[src/rtl/dda_pkg.sv]
// Package with the shared types, codes and constants of the DDA line rasterizer.
package dda_pkg;

    localparam int COORD_BITS        = 10;
    localparam int DEFAULT_FRAC_BITS = 16;

    typedef enum logic
    {
        CMD_START = 1'b0,
        CMD_TICK  = 1'b1
    } command_t;

    typedef struct packed
    {
        logic                  command;
        logic [COORD_BITS-1:0] start_x;
        logic [COORD_BITS-1:0] start_y;
        logic [COORD_BITS-1:0] end_x;
        logic [COORD_BITS-1:0] end_y;
    } cmd_item_t;

    typedef struct packed
    {
        logic [COORD_BITS-1:0] pixel_x;
        logic [COORD_BITS-1:0] pixel_y;
        logic                  pixel_valid;
        logic                  last;
    } pix_item_t;

    typedef enum logic [1:0]
    {
        ST_IDLE,
        ST_START_X,
        ST_WAIT_X,
        ST_WAIT_Y
    } state_t;

    typedef struct packed
    {
        logic load_start;
        logic tick;
        logic div_start;
        logic div_sel_y;
        logic load_inc_x;
        logic load_inc_y;
    } ctrl_cmd_t;

    typedef struct packed
    {
        logic out_free;
        logic is_start;
        logic step_nz;
        logic div_done;
    } dp_status_t;

endpackage

[src/rtl/dda_div.sv]
// Restoring divider that retires one quotient bit per cycle.
module dda_div
    import dda_pkg::*;
#(
    parameter int NUM_W = COORD_BITS + DEFAULT_FRAC_BITS + 1,
    parameter int DEN_W = COORD_BITS
)
(
    input  logic             clk,
    input  logic             rst_n,
    input  logic             start,
    input  logic [NUM_W-1:0] dividend,
    input  logic [DEN_W-1:0] divisor,
    output logic             done,
    output logic [NUM_W-1:0] quotient
);

    localparam int CW = $clog2(NUM_W + 1);

    logic [NUM_W-1:0] quo_reg, quo_next;
    logic [DEN_W-1:0] rem_reg, rem_next;
    logic [DEN_W-1:0] den_reg, den_next;
    logic [CW-1:0]    count_reg, count_next;
    logic             busy_reg, busy_next;
    logic [DEN_W:0]   rem_sh;
    logic [DEN_W:0]   diff;

    always_comb
    begin
        rem_sh     = {rem_reg, quo_reg[NUM_W-1]};
        diff       = rem_sh - {1'b0, den_reg};
        quo_next   = quo_reg;
        rem_next   = rem_reg;
        den_next   = den_reg;
        count_next = count_reg;
        busy_next  = busy_reg;
        done       = busy_reg && (count_reg == '0);
        if (start)
        begin
            quo_next   = dividend;
            rem_next   = '0;
            den_next   = divisor;
            count_next = CW'(NUM_W);
            busy_next  = 1'b1;
        end
        else if (busy_reg)
        begin
            if (count_reg == '0)
            begin
                busy_next = 1'b0;
            end
            else
            begin
                count_next = count_reg - 1'b1;
                if (rem_sh >= {1'b0, den_reg})
                begin
                    rem_next = diff[DEN_W-1:0];
                    quo_next = {quo_reg[NUM_W-2:0], 1'b1};
                end
                else
                begin
                    rem_next = rem_sh[DEN_W-1:0];
                    quo_next = {quo_reg[NUM_W-2:0], 1'b0};
                end
            end
        end
    end

    assign quotient = quo_reg;

    always_ff @(posedge clk or negedge rst_n)
    begin
        if (!rst_n)
        begin
            count_reg <= '0;
            busy_reg  <= 1'b0;
        end
        else
        begin
            count_reg <= count_next;
            busy_reg  <= busy_next;
        end
    end

    always_ff @(posedge clk)
    begin
        quo_reg <= quo_next;
        rem_reg <= rem_next;
        den_reg <= den_next;
    end

endmodule

[src/rtl/dda_datapath.sv]
// Datapath: endpoint setup, position accumulators, increment division and output register.
module dda_datapath
    import dda_pkg::*;
#(
    parameter int FRAC_BITS = DEFAULT_FRAC_BITS
)
(
    input  logic       clk,
    input  logic       rst_n,
    input  cmd_item_t  cmd,
    input  logic       pix_ready,
    input  ctrl_cmd_t  ctl,
    output dp_status_t st,
    output pix_item_t  pix,
    output logic       pix_valid
);

    // The position carries one integer bit above the screen so that rounding drift past
    // the far edge saturates instead of wrapping into the sign bit.
    localparam int PW    = COORD_BITS + 2 + FRAC_BITS;
    localparam int IW    = FRAC_BITS + 2;
    localparam int NUM_W = COORD_BITS + FRAC_BITS + 1;

    logic signed [PW-1:0]   pos_x_reg, pos_x_next;
    logic signed [PW-1:0]   pos_y_reg, pos_y_next;
    logic signed [IW-1:0]   inc_x_reg, inc_x_next;
    logic signed [IW-1:0]   inc_y_reg, inc_y_next;
    logic [COORD_BITS-1:0]  steps_left_reg, steps_left_next;
    logic                   active_reg, active_next;
    logic [COORD_BITS-1:0]  mag_x_reg, mag_x_next;
    logic [COORD_BITS-1:0]  mag_y_reg, mag_y_next;
    logic                   neg_x_reg, neg_x_next;
    logic                   neg_y_reg, neg_y_next;
    pix_item_t              out_reg, out_next;
    logic                   out_valid_reg, out_valid_next;

    logic                   swap;
    logic [COORD_BITS-1:0]  x1, y1, x2, y2;
    logic signed [COORD_BITS:0] dx, dy, ax_s, ay_s;
    logic [COORD_BITS-1:0]  ax, ay, step;
    logic signed [PW-1:0]   sum_x, sum_y;
    logic [NUM_W-1:0]       div_num;
    logic [NUM_W-1:0]       quotient;
    logic                   div_done;
    logic signed [IW-1:0]   q_pos;
    logic signed [IW-1:0]   inc_new;
    logic                   inc_neg;

    // Floor of a Q position, clamped into the screen on both sides.
    function automatic logic [COORD_BITS-1:0] pixel_of(input logic signed [PW-1:0] p);
        logic [COORD_BITS-1:0] v;
        v = p[PW-1] ? '0 : (p[PW-2] ? '1 : p[PW-3:FRAC_BITS]);
        return v;
    endfunction

    always_comb
    begin
        swap = (cmd.start_x > cmd.end_x) || (cmd.start_y > cmd.end_y);
        x1   = swap ? cmd.end_x   : cmd.start_x;
        y1   = swap ? cmd.end_y   : cmd.start_y;
        x2   = swap ? cmd.start_x : cmd.end_x;
        y2   = swap ? cmd.start_y : cmd.end_y;
        dx   = $signed({1'b0, x2}) - $signed({1'b0, x1});
        dy   = $signed({1'b0, y2}) - $signed({1'b0, y1});
        ax_s = dx[COORD_BITS] ? -dx : dx;
        ay_s = dy[COORD_BITS] ? -dy : dy;
        ax   = ax_s[COORD_BITS-1:0];
        ay   = ay_s[COORD_BITS-1:0];
        step = (ax >= ay) ? ax : ay;
    end

    assign div_num = {1'b0, (ctl.div_sel_y ? mag_y_reg : mag_x_reg), {FRAC_BITS{1'b0}}}
                     + NUM_W'(steps_left_reg >> 1);

    dda_div #(
        .NUM_W (NUM_W),
        .DEN_W (COORD_BITS)
    ) u_div (
        .clk      (clk),
        .rst_n    (rst_n),
        .start    (ctl.div_start),
        .dividend (div_num),
        .divisor  (steps_left_reg),
        .done     (div_done),
        .quotient (quotient)
    );

    always_comb
    begin
        q_pos   = $signed({1'b0, quotient[FRAC_BITS:0]});
        inc_neg = ctl.load_inc_y ? neg_y_reg : neg_x_reg;
        inc_new = inc_neg ? -q_pos : q_pos;
        sum_x   = pos_x_reg + {{(PW-IW){inc_x_reg[IW-1]}}, inc_x_reg};
        sum_y   = pos_y_reg + {{(PW-IW){inc_y_reg[IW-1]}}, inc_y_reg};
    end

    always_comb
    begin
        pos_x_next      = pos_x_reg;
        pos_y_next      = pos_y_reg;
        inc_x_next      = inc_x_reg;
        inc_y_next      = inc_y_reg;
        steps_left_next = steps_left_reg;
        active_next     = active_reg;
        mag_x_next      = mag_x_reg;
        mag_y_next      = mag_y_reg;
        neg_x_next      = neg_x_reg;
        neg_y_next      = neg_y_reg;
        out_next        = out_reg;
        out_valid_next  = out_valid_reg && !pix_ready;

        if (ctl.load_start)
        begin
            pos_x_next      = $signed({2'b00, x1, {FRAC_BITS{1'b0}}});
            pos_y_next      = $signed({2'b00, y1, {FRAC_BITS{1'b0}}});
            inc_x_next      = '0;
            inc_y_next      = '0;
            steps_left_next = step;
            active_next     = (step != '0);
            mag_x_next      = ax;
            mag_y_next      = ay;
            neg_x_next      = dx[COORD_BITS];
            neg_y_next      = dy[COORD_BITS];
            out_next.pixel_x     = x1;
            out_next.pixel_y     = y1;
            out_next.pixel_valid = 1'b1;
            out_next.last        = (step == '0);
            out_valid_next       = 1'b1;
        end
        else if (ctl.tick)
        begin
            out_valid_next = 1'b1;
            if (active_reg)
            begin
                pos_x_next      = sum_x;
                pos_y_next      = sum_y;
                steps_left_next = steps_left_reg - 1'b1;
                active_next     = (steps_left_reg != COORD_BITS'(1));
                out_next.pixel_x     = pixel_of(sum_x);
                out_next.pixel_y     = pixel_of(sum_y);
                out_next.pixel_valid = 1'b1;
                out_next.last        = (steps_left_reg == COORD_BITS'(1));
            end
            else
            begin
                out_next = '0;
            end
        end

        if (ctl.load_inc_x)
        begin
            inc_x_next = inc_new;
        end
        if (ctl.load_inc_y)
        begin
            inc_y_next = inc_new;
        end
    end

    always_ff @(posedge clk or negedge rst_n)
    begin
        if (!rst_n)
        begin
            pos_x_reg      <= '0;
            pos_y_reg      <= '0;
            inc_x_reg      <= '0;
            inc_y_reg      <= '0;
            steps_left_reg <= '0;
            active_reg     <= 1'b0;
            out_valid_reg  <= 1'b0;
        end
        else
        begin
            pos_x_reg      <= pos_x_next;
            pos_y_reg      <= pos_y_next;
            inc_x_reg      <= inc_x_next;
            inc_y_reg      <= inc_y_next;
            steps_left_reg <= steps_left_next;
            active_reg     <= active_next;
            out_valid_reg  <= out_valid_next;
        end
    end

    always_ff @(posedge clk)
    begin
        mag_x_reg <= mag_x_next;
        mag_y_reg <= mag_y_next;
        neg_x_reg <= neg_x_next;
        neg_y_reg <= neg_y_next;
        out_reg   <= out_next;
    end

    assign st.out_free = !out_valid_reg || pix_ready;
    assign st.is_start = (cmd.command == CMD_START);
    assign st.step_nz  = (step != '0);
    assign st.div_done = div_done;
    assign pix         = out_reg;
    assign pix_valid   = out_valid_reg;

endmodule

[src/rtl/dda_ctrl.sv]
// Controller state machine: input handshake and sequencing of the two increment divisions.
module dda_ctrl
    import dda_pkg::*;
(
    input  logic       clk,
    input  logic       rst_n,
    input  logic       cmd_valid,
    output logic       cmd_ready,
    input  dp_status_t st,
    output ctrl_cmd_t  ctl
);

    state_t state_reg, state_next;

    always_ff @(posedge clk or negedge rst_n)
    begin
        if (!rst_n)
        begin
            state_reg <= ST_IDLE;
        end
        else
        begin
            state_reg <= state_next;
        end
    end

    always_comb
    begin
        state_next = state_reg;
        cmd_ready  = 1'b0;
        ctl        = '0;
        unique case (state_reg)
            ST_IDLE:
            begin
                cmd_ready = st.out_free;
                if (cmd_valid && st.out_free)
                begin
                    if (st.is_start)
                    begin
                        ctl.load_start = 1'b1;
                        if (st.step_nz)
                        begin
                            state_next = ST_START_X;
                        end
                    end
                    else
                    begin
                        ctl.tick = 1'b1;
                    end
                end
            end
            ST_START_X:
            begin
                ctl.div_start = 1'b1;
                state_next    = ST_WAIT_X;
            end
            ST_WAIT_X:
            begin
                if (st.div_done)
                begin
                    ctl.load_inc_x = 1'b1;
                    ctl.div_start  = 1'b1;
                    ctl.div_sel_y  = 1'b1;
                    state_next     = ST_WAIT_Y;
                end
            end
            ST_WAIT_Y:
            begin
                ctl.div_sel_y = 1'b1;
                if (st.div_done)
                begin
                    ctl.load_inc_y = 1'b1;
                    state_next     = ST_IDLE;
                end
            end
            default:
            begin
                state_next = ST_IDLE;
            end
        endcase
    end

endmodule

[src/rtl/dda_line_rasterizer_top.sv]
// Top level of the DDA line rasterizer: controller, datapath and checks.
//
// This block draws straight lines one pixel per item. A start item (command 0) loads two
// endpoints, swapping them when the first lies right of or below the second, and
// returns the first pixel right away. It then works out the per-axis increments
// d * 2^FRAC_BITS / step, rounded to nearest, on one shared restoring divider that
// retires one quotient bit per cycle; the x and y divisions run back to back, and after
// a start item cmd_ready stays low until both have finished. A start with equal
// endpoints returns a single pixel with last set and does not stall. Each tick item
// (command 1) adds the increments to the fixed-point position and returns the floor of
// the position as one item per cycle while the receiver keeps taking results, with last
// raised on the final pixel of the line; a tick with no line active returns an item with
// every field zero. A new start abandons any line in progress. Results sit in an output
// register, so an item is accepted in the same cycle that the previous result is taken.
module dda_line_rasterizer_top
    import dda_pkg::*;
#(
    parameter int FRAC_BITS = DEFAULT_FRAC_BITS
)
(
    input  logic      clk,
    input  logic      rst_n,
    input  cmd_item_t cmd,
    input  logic      cmd_valid,
    output logic      cmd_ready,
    output pix_item_t pix,
    output logic      pix_valid,
    input  logic      pix_ready
);

    ctrl_cmd_t  ctl;
    dp_status_t st;

    // The controller owns the input handshake and the division sequence.
    dda_ctrl u_ctrl (
        .clk       (clk),
        .rst_n     (rst_n),
        .cmd_valid (cmd_valid),
        .cmd_ready (cmd_ready),
        .st        (st),
        .ctl       (ctl)
    );

    // The datapath holds the line state, the divider and the result register.
    dda_datapath #(
        .FRAC_BITS (FRAC_BITS)
    ) u_dp (
        .clk       (clk),
        .rst_n     (rst_n),
        .cmd       (cmd),
        .pix_ready (pix_ready),
        .ctl       (ctl),
        .st        (st),
        .pix       (pix),
        .pix_valid (pix_valid)
    );

    // Every accepted item leaves a result in the output register on the next cycle.
    a_result_follows: assert property (@(posedge clk) disable iff (!rst_n)
        cmd_valid && cmd_ready |=> pix_valid)
        else $error("accepted item produced no result");

    // A start with distinct endpoints must stall the input while the divider runs.
    a_start_stalls: assert property (@(posedge clk) disable iff (!rst_n)
        cmd_valid && cmd_ready && st.is_start && st.step_nz |=> !cmd_ready)
        else $error("input accepted during increment division");

    // The divider only finishes while the input is held off.
    a_done_busy: assert property (@(posedge clk) disable iff (!rst_n)
        st.div_done |-> !cmd_ready)
        else $error("divider finished while controller was idle");

    // Increments load only when the divider reports a finished quotient.
    a_inc_on_done: assert property (@(posedge clk) disable iff (!rst_n)
        (ctl.load_inc_x || ctl.load_inc_y) |-> st.div_done)
        else $error("increment loaded without a finished division");

endmodule

[config.mk]
export PLATFORM = sky130hd
export DESIGN_NAME = dda_line_rasterizer_top
export DESIGN_NICKNAME = d
export VERILOG_FILES = /design/src/rtl/dda_pkg.sv /design/src/rtl/dda_div.sv /design/src/rtl/dda_datapath.sv /design/src/rtl/dda_ctrl.sv /design/src/rtl/dda_line_rasterizer_top.sv
export SDC_FILE = /design/constraint.sdc
export NUM_CORES = 1
export LEC_CHECK = 0
export ABC_CLOCK_PERIOD_IN_PS = 6150
export BUFFER_PORTS_ARGS = -buffer_cell sky130_fd_sc_hd__buf_2
export CAP_MARGIN = 15
export CORE_MARGIN = 10
export CORE_UTILIZATION = 50
export DETAILED_ROUTE_END_ITERATION = 12
export PLACE_DENSITY = 0.64
export SLEW_MARGIN = 5
export SYNTH_ARGS = -nofsm -noshare
export SYNTH_HDL_FRONTEND = slang
export SYNTH_SLANG_ARGS = --single-unit
[constraint.sdc]
create_clock -name clk -period 6.15 [get_ports clk]
set_input_delay 0.9225 -clock clk [delete_from_list [all_inputs] [get_ports clk]]
set_output_delay 0.9225 -clock clk [all_outputs]
set_load 0.01 [all_outputs]
* After elaboration in Yosys (flattened, before gate mapping)
Cells that the tools add are included.
** Cells by class
- Add/sub/neg operators :: 11
- Order comparisons :: 4
- Eq/ne operators :: 11
- Mux-type cells :: 62
- Bitwise operators :: 1
- Reductions and logical operators :: 20
** Operator list (count)
- 2-to-1 mux 28 bit :: 6
- 2-to-1 mux 10 bit :: 16
- 2-to-1 mux 27 bit :: 3
- 2-to-1 mux 18 bit :: 4
- 2-to-1 mux 22 bit :: 3
- adder 28 bit :: 2
- adder 26 x 9 -> 27 bit :: 1
- subtractor 10 x 10 -> 11 bit :: 2
- > comparator 10 bit :: 2
- negation 10 bit :: 2
- negation 17 -> 18 bit :: 1
- 2-to-1 mux 1 bit :: 16
- 2-to-1 mux 5 bit :: 3
- 2-to-1 mux 2 bit :: 7
- greater-or-equal comparator 11 x 10 -> 1 bit :: 1
- equality test 10 x 1 -> 1 bit, second input constant :: 1
- greater-or-equal comparator 10 bit :: 1
- logical NOT 10 bit :: 1
- != test 10 x 1 -> 1 bit, second input constant :: 1
- nonzero test 10 bit :: 1
- nonzero test 2 bit :: 5
- subtractor 10 x 1 -> 10 bit, second input constant :: 1
- subtractor 10 bit :: 1
- one-hot mux 2 bit (4 select lines) :: 1
- 15 further kinds :: 27
** Storage, ports and cells
- Register bits :: 203
- Bits of input ports :: 45
- Output and inout port bits :: 24

* Longest topological paths before layout
- Word-level depth :: 13
- Mapped depth :: 32
- Mapped depth without buffers :: 29

* By module
A second synthesis with hierarchy kept.
** Second synthesis, totals
- Cells, all modules :: 1636
- Area total of the unflattened synthesis :: 14956.8 µm²
** Modules (own cells, without submodules)
- dda_datapath :: instances 1, cells an instance 1386, area each 12032.8 µm²
- dda_div :: instances 1, cells an instance 226, area each 2695.1 µm²
- dda_ctrl :: instances 1, cells an instance 24, area each 229.0 µm²

* Worst setup path before layout
No wires, ideal clock.
- Path type :: input-to-reg
- Start point :: input port cmd[18] (netlist bit)
- End point :: register u_dp.active_reg
- Data arrival time :: 6.923 ns
- Required time :: 6.029 ns
- Slack :: -0.894 ns
- Cell stages on the path :: 27
- Cell sequence :: inv_1 -> ha_1 -> nand4_2 -> nor3_2 -> a211o_1 -> o21a_4 -> buf_6 -> or4_4 -> and3_1 -> ha_1 -> or4_1 -> a2bb2oi_1 -> a22oi_1 -> nand3_1 -> o41ai_2 -> xnor2_1 -> inv_1 -> ha_1 -> nand2_1 -> a2111oi_0 -> a211o_1 -> clkinv_1 -> or3_1 -> a211oi_1 -> and4_1 -> nand4_1 -> a22o_1
** On the way
- Word-level cells in the longest chain between the ends :: 10
** Ends and longest elaborated chain
- start: declaration :: RTL line dda_line_rasterizer_top.sv:23 : input cmd_item_t cmd,
- > comparator 10 bit * :: RTL line dda_datapath.sv:58 : swap = (cmd.start_x > cmd.end_x) || (cmd.start_y > cmd.end_y);
- logical OR 1 bit * :: RTL line dda_datapath.sv:58
- 2-to-1 mux 10 bit (on tied branches) :: RTL line dda_datapath.sv:62, dda_datapath.sv:60
- subtractor 10 x 10 -> 11 bit * :: RTL line dda_datapath.sv:64 : dy = $signed({1'b0, y2}) - $signed({1'b0, y1});
- negation 10 bit :: RTL line dda_datapath.sv:66 : ay_s = dy[COORD_BITS] ? -dy : dy;
- 2-to-1 mux 10 bit * :: RTL line dda_datapath.sv:66
- via u_dp.ay_s[9] :: RTL line dda_datapath.sv:39 : logic signed [COORD_BITS:0] dx, dy, ax_s, ay_s;
- greater-or-equal comparator 10 bit :: RTL line dda_datapath.sv:69 : step = (ax >= ay) ? ax : ay;
- 2-to-1 mux 10 bit * :: RTL line dda_datapath.sv:69
- nonzero test 10 bit * :: RTL line dda_datapath.sv:119 : active_next = (step != '0);
- 2-to-1 mux 1 bit * :: RTL line dda_datapath.sv:112 : if (ctl.load_start)
- end signal: assignment :: RTL line dda_datapath.sv:179 : active_reg <= active_next;
- end: declaration :: RTL line dda_datapath.sv:29 : logic active_reg, active_next;
The timed path passes the listed nets; every way through them passes the cells marked *.
A chain may end at the register's enable or synchronous reset.

* Final worst setup path
- Start point :: input port cmd[1] (netlist bit)
- End point :: register u_ctrl.state_reg[0]
** On the way
- Word-level cells in the longest chain between the ends :: 11
** Ends and longest elaborated chain
- > comparator 10 bit :: RTL line dda_datapath.sv:58
- logical OR 1 bit :: RTL line dda_datapath.sv:58
- 2-to-1 mux 10 bit (on tied branches) :: RTL line dda_datapath.sv:62, dda_datapath.sv:60
- subtractor 10 x 10 -> 11 bit * :: RTL line dda_datapath.sv:64
- negation 10 bit :: RTL line dda_datapath.sv:66
- 2-to-1 mux 10 bit * :: RTL line dda_datapath.sv:66
- via u_dp.ay_s[8] :: RTL line dda_datapath.sv:39
- greater-or-equal comparator 10 bit :: RTL line dda_datapath.sv:69
- 2-to-1 mux 10 bit * :: RTL line dda_datapath.sv:69
- nonzero test 10 bit * :: RTL line dda_datapath.sv:195 : assign st.step_nz = (step != '0);
- != test 2 bit (no source line) *
- AND reduction 5 bit (no source line) *
- end signal: assignment :: RTL line dda_ctrl.sv:23 : state_reg <= state_next;
- end: declaration :: RTL line dda_ctrl.sv:13 : state_t state_reg, state_next;
Marks and branches as above.

==> impl_metrics.csv <==
group,metric,value,unit
yosys,yosys_most_used_dff,"dfrtp_1",
routing,drtAntennaViolNets,0,
layout,layout.nets,2070,
timing,finalWorstSetupSlack,-21.00,ps
clocking,worstSkewPairLatency,530,ps
power_and_ir_drop,seq_power_share,30.5,%
timing,period_needed,6171,ps
timing,slew_headroom,27.06,%
timing,report.final.slew_viol_count,0,
grt,grt_pass1_wl,67320,um
routing,dr.first_iter.drc_count,932,
worst_setup_path,critPathBufInv,8,
yosys,yosys_warnings,0,
power_and_ir_drop,switching_share,29.97,%
floorplanning,die_area,0.03619,mm^2
worst_setup_path,crit_type,"input pin to flop",
floorplanning,initial_core_util,50.62,%
worst_setup_path,cpPeakStageDelay,500,ps
worst_setup_path,startpoint,"cmd[1]",
layout,layout_commonest_cell,"buf_4",
power_and_ir_drop,power_density,250.9,mW/mm^2
yosys,async_reset_ff_share,55.17,%
yosys,syn-cell-area,0.01449,mm^2
timing,rsz0062_at_grt,"true",
routing,vias,13150,
yosys,synth-seq-cells,203,
timing,maxClockFrequency,162.0,MHz
layout,antenna_cells,0,
yosys,synth_edf_count,80,
power_and_ir_drop,p_sw,1.392,mW
yosys,seq_area_frac_synth,37.44,%
timing,worst_pin_slew,1067,ps
power_and_ir_drop,vdd_ir_drop_max,0.0001703,V
timing,hold_violations,0,
floorplanning,core,0.02863,mm^2
grt,grt_max_degree,76,
power_and_ir_drop,p_int,3.253,mW
routing,wl_per_cell,17.90,um
yosys,ys_types,99,
job,drv_cap,0,
clocking,clk_path_buf_depth,3,
layout,fillCellCount,2426,
timing,period_share,100.3,%
worst_setup_path,cpMaxStageDelayCell,"or4_4",
clocking,cts.clk_slew.worst_paths,60,ps
yosys,synth-xor-area-share,5.544,%
power_and_ir_drop,p_comb_share,35.8,%
routing,routed_wl,41460,um
floorplanning,die_w,190.2,um
floorplanning,io_pins,69,
placed_design,dp.final_hpwl,30660,um
grt,antenna_found_initial,0,
yosys,synth-simple-area-share,19.36,%
placed_design,gp_congestion,0.9150,
worst_setup_path,path_delay_family,"simple AND/OR/NAND/NOR gates",
floorplanning,die_h,190.2,um
worst_setup_path,cp.required,6590,ps
worst_setup_path,timing.rr.start,"u_dp.inc_x_reg[1]$_DFFE_PN0P_",
yosys,synth_compound_area_share,22.09,%
grt,grt_pass1_vias,12990,
placed_design,io_buffers,68,
power_and_ir_drop,power.leakage,8.357,nW
worst_setup_path,worstPathMaxFanout,7,
hold_path,hold_class,"input pin to asynchronous set/reset pin",
grt,grt_usage,22.50,%
clocking,clock_sinks,203,
worst_setup_path,crit_arrival,6610,ps
worst_setup_path,endpoint_kind,"flop",
layout,syn2layout_area_growth,27.79,%
timing,setup_viol,2,
timing,setup_tns,-29.09,ps
timing,worst_hold_slack,363.6,ps
yosys,syn_nets,1797,
grt,grt.overflow.total,0,
layout,mostFrequentLayoutCells,"232 x buf_4, 180 x nand2_1, 152 x o21ai_0, 119 x nor2_1, 112 x dfrtp_1",
run_status,status,"complete, but fails checks",
clocking,clockRootBuffer,"clkbuf_16",
layout,drive_gt1_share,25.50,%
routing,drt-vias-per-instance,5.675,
worst_setup_path,cp-start-kind,"input pin",
yosys,syn_inst,1642,
clocking,numCtsBuffers,24,
yosys,syn_avg_cell_area,8.824,um^2
floorplanning,num_rows,62,
yosys,synth_adder_area_share,9.655,%
clocking,cts-htree-levels,1,
power_and_ir_drop,clkPwrFrac,33.6,%
timing,finClkSkew,23.25,ps
yosys,synthMuxAreaShare,1.710,%
routing,drcViolationCount,0,
yosys,synth_top_family_by_area,"compound AO/OA/AOI/OAI gates",
run_status,violations,"negative setup slack",
clocking,cts_tree,"yes",
routing,drtPass1Iterations,6,
## metal layers
| layer | routed length [um] | vias up | part of all wire [%] | global-route usage, % |
|---|---|---|---|---|
| met1 | 19100 | 6270 | 46 | 30.54 |
| met2 | 19680 | 294 | 47 | 37.36 |
| met4 | 940 | 0 | 2.3 | 5.815 |
| li1 | - | 6530 | - | - |
| met3 | 1737 | 54 | 4.2 | 2.670 |
| met5 | 0 | - | 0 | 0 |
## through the flow
stage	setup WS (ps)	instances	utilization, %	cell area (um^2)	total power [mW]
after floorplan	-407.2	1642	-	14810	2.149
after global placement	-655.3	2252	59.43	17010	2.801
after detailed placement	-758.4	2252	59.43	17010	2.821
after CTS	-34.06	2301	63.36	18140	4.525
after global routing	-219.5	2317	64.68	18520	4.862
final	-21.00	2317	64.68	18520	4.645
## path summary, 6_finish.rpt
check | to | slack [ps] | cells past startpoint
max reg2reg | u_dp.pix[20]$_DFFE_PP_ | 1250 | 15
min | u_dp.pos_y_reg[4]$_DFFE_PN0P_ | 360 | 1
max in group asynchronous | u_dp.pos_x_reg[25]$_DFFE_PN0P_ | 4400 | 2
max | u_ctrl.state_reg[0]$_DFFE_PN0P_ | -20 | 31
min in group clk | u_dp.pix[1]$_SDFFE_PP1P_ | 440 | 2
min reg2reg | u_dp.pix[1]$_SDFFE_PP1P_ | 440 | 2
## cell families (layout without fill, tap and decap cells)
| kind of cell | Yosys count | count (layout) |
|---|---|---|
| AOI/OAI and AO/OA | 486 | 486 |
| xor gates and xnor gates | 90 | 90 |
| adders and majority gates | 110 | 110 |
| buffers and inverters | 155 | 446 |
| DFF | 203 | 203 |
| muxes | 23 | 23 |
| and+or+nand+nor | 575 | 575 |
## synth_stat cells (6+ instances only)
cell type | count | area share [%]
mux2i_1 | 18 | 1.2
nor2_1 | 122 | 3.2
or2_2 | 10 | 0.43
nand4_1 | 7 | 0.30
nand2b_1 | 22 | 0.95
nand3_1 | 67 | 2.3
o31ai_1 | 12 | 0.62
xnor2_1 | 60 | 3.6
a21o_1 | 30 | 1.6
o21bai_1 | 12 | 0.62
and3_1 | 20 | 0.86
nor3_1 | 42 | 1.5
ha_1 | 107 | 9.2
nand2_1 | 184 | 4.8
inv_1 | 93 | 2.4
a21oi_1 | 90 | 3.1
nor4_1 | 10 | 0.43
o211ai_1 | 18 | 0.93
o21a_1 | 11 | 0.57
and2_1 | 18 | 0.78
xor2_1 | 29 | 1.8
a22oi_1 | 17 | 0.88
or3_1 | 12 | 0.52
edfxtp_1 | 80 | 17
o22ai_1 | 13 | 0.56
dfxtp_1 | 11 | 1.5
dfrtp_1 | 112 | 19
nor2b_1 | 23 | 0.99
buf_2 | 6 | 0.21
a31oi_1 | 14 | 0.60
o21ai_0 | 158 | 5.5
clkbuf_1 | 48 | 1.2
a211oi_1 | 18 | 0.93
nand3b_1 | 6 | 0.31
a22o_1 | 10 | 0.60
## timing repair
| item | CTS | global route |
|---|---|---|
| setup buffers | 5 | 13 |
| hold buffers | 0 | 0 |
| resized for setup | 41 | 46 |
| pin swaps | 25 | 30 |
| endpoints found under the setup margin | 4 | 10 |
## final cells by class
type	count	area (um^2)	share of cell area, %
Timing Repair Buffer	306	2212	11.95
Multi-Input combinational cell	1284	9146	49.40
Clock inverter	15	215.2	1.162
Tap cell	384	480.5	2.595
Sequential cell	203	5425	29.30
Inverter	96	374.1	2.021
Clock buffer	29	661.9	3.575
## power by group through the flow
stage / logic, mW / registers [mW] / clock network [mW]
3_5_place_dp: 1.38 / 1.44 / 0
2_1_floorplan: 0.705 / 1.44 / 0
3_3_place_gp: 1.36 / 1.44 / 0
4_1_cts: 1.51 / 1.42 / 1.59
6_report: 1.67 / 1.42 / 1.56
5_1_grt: 1.80 / 1.42 / 1.65
## worst register-to-register path, stage by stage, from the launching register on
cell	delay, ps
dfrtp_1	410
ha_1	300
a21o_1	160
a21oi_1	230
o21bai_1	100
a21o_1	200
a21oi_1	230
o22ai_1	160
o41ai_1	660
o21ai_0	400
o21ai_0	240
o21ai_0	140
o41ai_1	540
xnor2_1	190
nand2_1	250
o21ai_0	450
No activity file was read; power rests on OpenSTA's default activity.
